--- src/sv/wkst_pkg.sv ---
// shared types and codes of the wait key slot table
package wkst_pkg;

    localparam int KEY_BITS = 81;

    typedef enum logic [1:0] {
        OP_ATTACH  = 2'd0,
        OP_DETACH  = 2'd1,
        OP_LOOKUP  = 2'd2,
        OP_REQUEUE = 2'd3
    } op_t;

    typedef enum logic [2:0] {
        STS_OK        = 3'd0,
        STS_NOT_FOUND = 3'd1,
        STS_FULL      = 3'd2,
        STS_SAME_KEYS = 3'd3,
        STS_BAD       = 3'd4
    } status_t;

    typedef enum logic [2:0] {
        ST_IDLE,
        ST_SCAN,
        ST_READ,
        ST_DRAIN,
        ST_DECIDE,
        ST_WRITE_A,
        ST_WRITE_B,
        ST_DONE
    } state_t;

    typedef struct packed {
        logic load;
        logic issue_scan;
        logic issue_det;
        logic decide;
        logic write_a;
        logic write_b;
        logic out_load;
    } cmd_t;

    typedef struct packed {
        logic last_issue;
        logic out_free;
    } sts_t;

endpackage

--- src/sv/wkst_ctrl.sv ---
// sequencer for one table operation: scan or read, decide, two writes, result
module wkst_ctrl import wkst_pkg::*; (
    input  logic       aclk,
    input  logic       aresetn,
    input  logic       s_tvalid,
    input  logic [1:0] s_op,
    output logic       s_tready,
    input  sts_t       sts,
    output cmd_t       cmd
);

    state_t state_reg, state_next;

    always_ff @(posedge aclk) begin
        if (!aresetn) begin
            state_reg <= ST_IDLE;
        end else begin
            state_reg <= state_next;
        end
    end

    always_comb begin
        state_next = state_reg;
        cmd        = '0;
        s_tready   = 1'b0;
        case (state_reg)
            ST_IDLE: begin
                s_tready = 1'b1;
                if (s_tvalid) begin
                    cmd.load   = 1'b1;
                    state_next = (op_t'(s_op) == OP_DETACH) ? ST_READ : ST_SCAN;
                end
            end
            ST_SCAN: begin
                cmd.issue_scan = 1'b1;
                if (sts.last_issue) begin
                    state_next = ST_DRAIN;
                end
            end
            ST_READ: begin
                // read data of the detach slot is valid in the next cycle only
                cmd.issue_det = 1'b1;
                state_next    = ST_DECIDE;
            end
            ST_DRAIN: begin
                state_next = ST_DECIDE;
            end
            ST_DECIDE: begin
                cmd.decide = 1'b1;
                state_next = ST_WRITE_A;
            end
            ST_WRITE_A: begin
                cmd.write_a = 1'b1;
                state_next  = ST_WRITE_B;
            end
            ST_WRITE_B: begin
                cmd.write_b = 1'b1;
                state_next  = ST_DONE;
            end
            ST_DONE: begin
                if (sts.out_free) begin
                    cmd.out_load = 1'b1;
                    state_next   = ST_IDLE;
                end
            end
            default: begin
                state_next = ST_IDLE;
            end
        endcase
    end

endmodule

--- config.mk ---
export PLATFORM = sky130hd
export DESIGN_NAME = wkst_ctrl
export DESIGN_NICKNAME = d
export VERILOG_FILES = /design/src/sv/wkst_pkg.sv /design/src/sv/wkst_ctrl.sv
export SDC_FILE = /design/constraint.sdc
export NUM_CORES = 1
export LEC_CHECK = 0
export BUFFER_PORTS_ARGS = -buffer_cell sky130_fd_sc_hd__buf_2
export CELL_PAD_IN_SITES_DETAIL_PLACEMENT = 0
export CELL_PAD_IN_SITES_GLOBAL_PLACEMENT = 2
export CORE_MARGIN = 1
export CORE_UTILIZATION = 17
export DETAILED_ROUTE_END_ITERATION = 8
export PLACE_DENSITY_LB_ADDON = 0.1
export SETUP_SLACK_MARGIN = 0.05
export SLEW_MARGIN = 20
export SYNTH_ARGS = -nofsm -noshare
export SYNTH_HDL_FRONTEND = slang
export SYNTH_SLANG_ARGS = --single-unit
--- constraint.sdc ---
create_clock -name aclk -period 1.4 [get_ports aclk]
set_clock_uncertainty 0.2 [all_clocks]
set_input_delay 0.07 -clock aclk [delete_from_list [all_inputs] [get_ports aclk]]
set_output_delay 0.07 -clock aclk [all_outputs]
set_load 0.01 [all_outputs]
Word-level counts from Yosys, hierarchy flattened
Cells that the tools add are included.
{ "word_totals": {"reg_bits": 3} }
{ "classes": {"n_eq_ne": 11, "mux": 15, "reduce_logical": 3} }
{ "op_table": {"columns": ["cell", "count"], "rows": [
  ["$pmux 3 s7", 1],
  ["$eq 3x3->1 const B", 4],
  ["$mux 1", 10],
  ["$mux 3", 3],
  ["$eq 3x2->1 const B", 2],
  ["$ne 2x2->1 const B", 3],
  ["$eq 3x1->1 const B", 1],
  ["$logic_not 3->1", 1],
  ["$reduce_and 3->1", 1],
  ["$eq 2x1->1 const B", 1],
  ["$mux 2", 1],
  ["$reduce_or 2->1", 1]
]} }

Logic depth before layout (Yosys ltp)
Gate-level depths: netlist of the first run.
{ "depth": {"ltp_word": 4, "ltp_mapped": 4, "ltp_nobuf": 3} }

Least setup slack after synthesis of the first run
Ideal clock, no wire load.
{ "synth_path": {"kind": "register to register", "from": "register state_reg[2]", "to": "register state_reg[1]", "setup_time_ns": 0.086, "t_arrival_ns": 1.155, "t_required_ns": 1.114, "slack_ns": -0.041, "path_stages_with_launch": 5, "path_buffers": 1, "path_cell_list": "dfxtp_1 > buf_6 > or3b_1 > a22o_1 > a221oi_2"} }
{ "synth_between": {"elab_chain_len": 3, "elab_cells_between_ends": 14, "cone_classes": "eq/ne: 10; mux: 1; reduce/logical: 3"} }
{ "synth_lines": {"columns": ["element", "line", "source"], "rows": [
  ["start: declaration", "wkst_ctrl.sv:12", "state_t state_reg, state_next;"],
  ["start signal: assignment", "wkst_ctrl.sv:18", "state_reg <= state_next;"],
  ["$eq 3x2->1 (tied with other cells)", "wkst_ctrl.sv:26", "case (state_reg)"],
  ["$reduce_or 2->1 (no line) or $ne 2x2->1 (tied branches)", null, null],
  ["$pmux 3 s7 or $reduce_and 3->1 (tied branches)", null, null]
]} }
Parallel ways exist; a longest one is shown, timed or not.
A chain may end at the register's enable or synchronous reset.

Worst setup path after layout of the first run
Same ends and word-level chain as after synthesis.

==> results of run 1 <==
-- logic make-up (layout without fill, tap and decap cells) --
kind of cell | Yosys count | after routing | share of synthesized area [%]
compound gates | 6 | 6 | 21.0
simple gates | 16 | 16 | 37.5
mux | 1 | 1 | 4.00
flops | 3 | 3 | 24.0
buf+inv | 5 | 30 | 13.5
-- layout make-up --
| cell class | instances | area, um^2 | share of cell area [%] |
|---|---|---|---|
| Clock buffer | 4 | 26.3 | 5.63 |
| Multi-Input combinational cell | 23 | 181 | 38.9 |
| Timing Repair Buffer | 24 | 164 | 35.1 |
| Sequential cell | 3 | 68.8 | 14.7 |
| Tap cell | 15 | 18.8 | 4.02 |
| Inverter | 2 | 7.51 | 1.61 |
-- critical path, stage by stage, from the launching register on --
cell and delay [ns]:
dfxtp_2 0.33, or3b_1 0.35, a22o_1 0.21, a221oi_2 0.21
-- per-layer routing --
metal / routed length, um / part of all wire, % / track usage [%] / up-vias
met2: 392 / 49 / 16.7 / 23
met3: 77 / 9.6 / 3.33 / 0
met5: 0 / 0 / 0 / -
li1: - / - / - / 159
met1: 331 / 41 / 13.1 / 142
met4: 0 / 0 / 7.50 / 0
-- stage by stage --
step / util, % / setup slack (ns)
2_1_floorplan: - / -0.0116
3_3_place_gp: 26.8 / 0.0386
3_5_place_dp: 26.8 / 0.0104
4_1_cts: 33.9 / 0.00185
5_1_grt: 35.0 / -0.0571
6_report: 35.0 / 0.00213
-- cells in the final DEF (no fill, tap or decap), types with 2 or more instances in the layout --
| cell | n |
|---|---|
| and2_1 | 2 |
| buf_2 | 14 |
| buf_4 | 4 |
| buf_6 | 3 |
| clkbuf_4 | 3 |
| dfxtp_4 | 2 |
| dlygate4sd3_1 | 3 |
| inv_1 | 2 |
| nor2_1 | 2 |
| nor2_2 | 2 |
-- power groups by stage --
stage	clock network, W	logic (W)	registers (W)
after CTS	0.000159	0.000471	0.000169
after global placement	0	0.000396	0.000156
final	0.000157	0.000495	0.000172
after floorplan	0	0.000278	0.000129
after global routing	0.000169	0.000544	0.000177
after detailed placement	0	0.000396	0.000158
-- how the worst max path moves through the flow --
stage,start,endpoint,slack (ns),cells past startpoint
2_1_floorplan,state_reg[2]$_SDFFE_PN0P_,state_reg[1]$_SDFFE_PN0P_,-0.01,4
3_3_place_gp,state_reg[2]$_SDFFE_PN0P_,state_reg[1]$_SDFFE_PN0P_,0.04,3
3_5_place_dp,state_reg[2]$_SDFFE_PN0P_,state_reg[1]$_SDFFE_PN0P_,0.01,3
4_1_cts,state_reg[0]$_SDFFE_PN0P_,cmd[6],0.002,4
5_1_grt,state_reg[1]$_SDFFE_PN0P_,cmd[6],-0.06,4
6_report,state_reg[2]$_SDFFE_PN0P_,state_reg[1]$_SDFFE_PN0P_,0.002,3
-- timing repair --
| action | in CTS | in global routing |
|---|---|---|
| hold endpoints to repair | 3 | 0 |
| buffers inserted | 1 | 0 |
| setup endpoints to repair | 8 | 8 |
| gates cloned | 0 | 0 |
| gates resized for setup | 10 | 4 |
| hold buffers | 3 | 0 |
| pin swaps | 3 | 2 |
==> results.toml, run 1 <==
[timing]
tightestPinTransition_ns = 0.256
finalCritPeriodShare_pct = 99.8
period_minus_slack_ns = 1.40
final_hold_viol_count = 0
whs_ns = 0.0418
relSlewSlack_pct = 82.7
rsz0062_at_grt = "yes"
final-max-slew-violation-count = 0
setup_viol = 0
fmax_mhz = 715
fin_tns_setup_ns = 0

[synthesis]
syn_nets = 38
synthFlopType = "dfxtp_1"
ys_seq_elements = 3
synthCells = 31
ys_seq_area_share_pct = 24.0
netlist_area_um2 = 250
synth_top_area_share_pct = 24.0
ys_warn_count = 0
synth-edff-count = 0
ys_types = 21
synth_common_cells = "nor2_1, dfxtp_1"
yosysMostFrequentCell = "nor2_1"
avgSynthCellArea_um2 = 8.07
synth-async-reset-ratio_pct = 0
ys_top_cells_by_area = "dfxtp_1, a221oi_2, buf_4"
yosysTopAreaCell = "dfxtp_1"

[global_routing]
grt_start_max_net_pins = 9
antenna_found_initial = 0
grt.overflow.total = 0
grt_pass1_wl_um = 1160
grt_pass1_vias = 269
grt_usage_pct = 11.0

[finish]
num-nets-final = 64
fillers = 145
fin_area_um2 = 467
instances_no_fill = 71
num_antenna_cells = 0
syn_to_final_growth_pct = 86.5
drive_gt1_share_pct = 60.7
largest_reg_flops = 3

[clock_tree]
htree_levels = 1
path_clk_slew_ns = 0.04
cts_tree = "done"
cts_num_sinks = 3
numCtsBuffers = 3
root_buffer = "clkbuf_4"
cts_buffer_depth = 2
clock_latency_ns = 0.24

[power]
p_seq_share_pct = 20.9
sw_frac_of_total_pct = 38.7
power_density_nw_per_um2 = 1770
power.internal_w = 0.000505
p_leak_nw = 0.227
total_power_w = 0.000824
pwr-share-comb_pct = 60.0
vdd_ir_drop_max_mv = 0.478
p_sw_w = 0.000319
clkPwrFrac_pct = 19.0

[hold_path]
min_to = "state_reg[0]$_SDFFE_PN0P_"
min_path_type = "in -> reg"
hold_start = "s_op[0]"
holdPathStages = 4

[detailed_routing]
drcViolationCount = 0
drt-total-wl_um = 801
drt-initial-drc-count = 13
num_vias = 324
final_antenna_net_count = 0
drt_first_pass_iters = 5
wire_per_inst_um = 11.3
via_per_inst = 4.56

[setup_path]
r2r_end = "state_reg[1]$_SDFFE_PN0P_"
cp-start-kind = "flip-flop"
worst_ep_arrival_time_ns = 1.33
crit_required_ns = 1.34
crit_type = "reg -> reg"
cp-end-kind = "flip-flop"
r2r_slack_ns = 0.002
ff2ff_path_depth = 3
crit_fanout = 3
rr_startpoint = "state_reg[2]$_SDFFE_PN0P_"

[place]
port_buffers = 14
post-place-cells = 63
dp_hpwl_um = 556
finalWeightedCongestion = 0.838
placed_area_um2 = 358

[floorplanning]
die_w_um = 40.4
core_region_area_um2 = 1330
rows = 13
die_h_um = 40.4
num_io_pins = 15
die-area_um2 = 1630
initial_core_util_pct = 18.8

[status]
status = "finished clean"

[job]
drv_cap = 0
No activity file was read; power rests on OpenSTA's default activity.
==> run 2, diff against run 1 <==
--- a/config.mk
+++ b/config.mk
@@ -12,6 +12,7 @@
 export CORE_UTILIZATION = 17
 export DETAILED_ROUTE_END_ITERATION = 8
 export PLACE_DENSITY_LB_ADDON = 0.1
+export REMOVE_ABC_BUFFERS = 1
 export SETUP_SLACK_MARGIN = 0.05
 export SLEW_MARGIN = 20
 export SYNTH_ARGS = -nofsm -noshare
==> run 2 against run 1 <==
  * Clock-buffer cell count stayed put
  * Clock power about the same
  * Utilization rose by 0.19 points
  * First-iteration DRC count fell by 85%
  * Global-route usage up 2.5 points
  * Die area is the same
  * Largest power group unchanged
==> results.toml, run 2 (synthesized netlist as in run 1, its figures left out) <==
[status]
status = "finished clean"

[global_routing]
grt_start_max_net_pins = 11
antenna_found_initial = 0
grt.overflow.total = 0
grt_pass1_wl_um = 1370
grt_pass1_vias = 322
grt_usage_pct = 13.5

[finish]
num_antenna_cells = 0
fillers = 152
num-nets-final = 62
drive_gt1_share_pct = 64.8
largest_reg_flops = 3
fin_area_um2 = 469
final_cell_mix = "buf_2, buf_4, clkbuf_4, buf_6"
final_common_cell = "buf_2"
syn_to_final_growth_pct = 87.5
instances_no_fill = 69

[setup_path]
cp-end-kind = "flip-flop"
crit_fanout = 3
crit_required_ns = 1.34
cp-start-kind = "flip-flop"
crit_type = "reg -> reg"
ff2ff_path_depth = 3
worst_ep_arrival_time_ns = 1.32

[timing]
final-max-slew-violation-count = 0
period_minus_slack_ns = 1.38
fin_tns_setup_ns = 0
rsz0062_at_grt = "yes"
final_hold_viol_count = 0
finalCritPeriodShare_pct = 98.4
relSlewSlack_pct = 80.5
setup_viol = 0
whs_ns = 0.0371
tightestPinTransition_ns = 0.289
fmax_mhz = 726

[power]
vdd_ir_drop_max_mv = 0.673
power_density_nw_per_um2 = 1730
clkPwrFrac_pct = 18.9
total_power_w = 0.000813
p_leak_nw = 0.222
sw_frac_of_total_pct = 40.4
power.internal_w = 0.000485
pwr-share-comb_pct = 57.1
p_sw_w = 0.000328
p_seq_share_pct = 24.1

[clock_tree]
htree_levels = 1
clock_latency_ns = 0.23
path_clk_slew_ns = 0.04
root_buffer = "clkbuf_4"
cts_buffer_depth = 2
cts_tree = "done"
numCtsBuffers = 3
cts_num_sinks = 3

[detailed_routing]
num_vias = 322
drt_first_pass_iters = 4
drcViolationCount = 0
via_per_inst = 4.67
wire_per_inst_um = 12.6
drt-initial-drc-count = 2
final_antenna_net_count = 0
drt-total-wl_um = 867

[job]
drv_cap = 0

[floorplanning]
rows = 13
core_region_area_um2 = 1330
die-area_um2 = 1630
die_w_um = 40.4
die_h_um = 40.4
num_io_pins = 15
initial_core_util_pct = 18.8

[place]
post-place-cells = 62
placed_area_um2 = 350
finalWeightedCongestion = 0.741
port_buffers = 14

[hold_path]
holdPathStages = 4
min_path_type = "in -> reg"
==> run 2: cell count changes in the layout (fill, tap and decap cells not counted), sizes merged <==
cell         before  now
buf              21   20
dlygate4sd3       3    2
==> run 2: worst max-delay path, stage by stage (launching register included) <==
cell,delay (ns)
dfxtp_2,0.32
or3b_1,0.34
a22o_1,0.21
a221oi_2,0.22
==> run 2: through the flow <==
step / setup slack (ns) / utilization (%)
after floorplan: 0.00551 / -
after global routing: -0.0524 / 35.2
after CTS: -0.00105 / 32.9
after detailed placement: 0.00403 / 26.3
after global placement: 0.0527 / 26.3
final: 0.0219 / 35.2
==> run 2: final cells by class <==
class | instances | area, um^2 | area share [%]
Sequential cell | 3 | 68.8 | 14.7
Inverter | 2 | 7.51 | 1.60
Clock buffer | 4 | 26.3 | 5.60
Tap cell | 15 | 18.8 | 4.00
Timing Repair Buffer | 22 | 149 | 31.7
Multi-Input combinational cell | 23 | 199 | 42.4
==> run 2: timing repair <==
item	in CTS	in global routing
hold endpoints to repair	3	0
pin swaps	6	3
resized for setup	11	6
buffers inserted	1	0
hold buffers	2	0
setup endpoints to repair	8	8
==> run 2: final timing paths <==
kind	startpoint	to	slack (ns)
max	state_reg[2]$_SDFFE_PN0P_	state_reg[1]$_SDFFE_PN0P_	0.02
min	s_op[0]	state_reg[0]$_SDFFE_PN0P_	0.04
max reg2reg	state_reg[2]$_SDFFE_PN0P_	state_reg[1]$_SDFFE_PN0P_	0.02
min reg2reg	state_reg[2]$_SDFFE_PN0P_	state_reg[0]$_SDFFE_PN0P_	0.43
==> run 2: metal layers <==
metal / global-route usage, % / vias to the layer above / wire length, um
met3: 2.22 / 2 / 58
met2: 23.8 / 13 / 469
met5: 0 / - / 0
met4: 12.5 / 0 / 19
li1: - / 157 / -
met1: 13.0 / 150 / 319
==> run 2: power by group through the flow <==
stage,Clock [W],Combinational (W),Sequential (W)
global placement,0,0.000375,0.000164
detailed placement,0,0.000383,0.000163
CTS,0.000158,0.000441,0.000186
global route,0.000167,0.000505,0.000206
floorplan,0,0.000189,0.000171
finish,0.000154,0.000464,0.000196
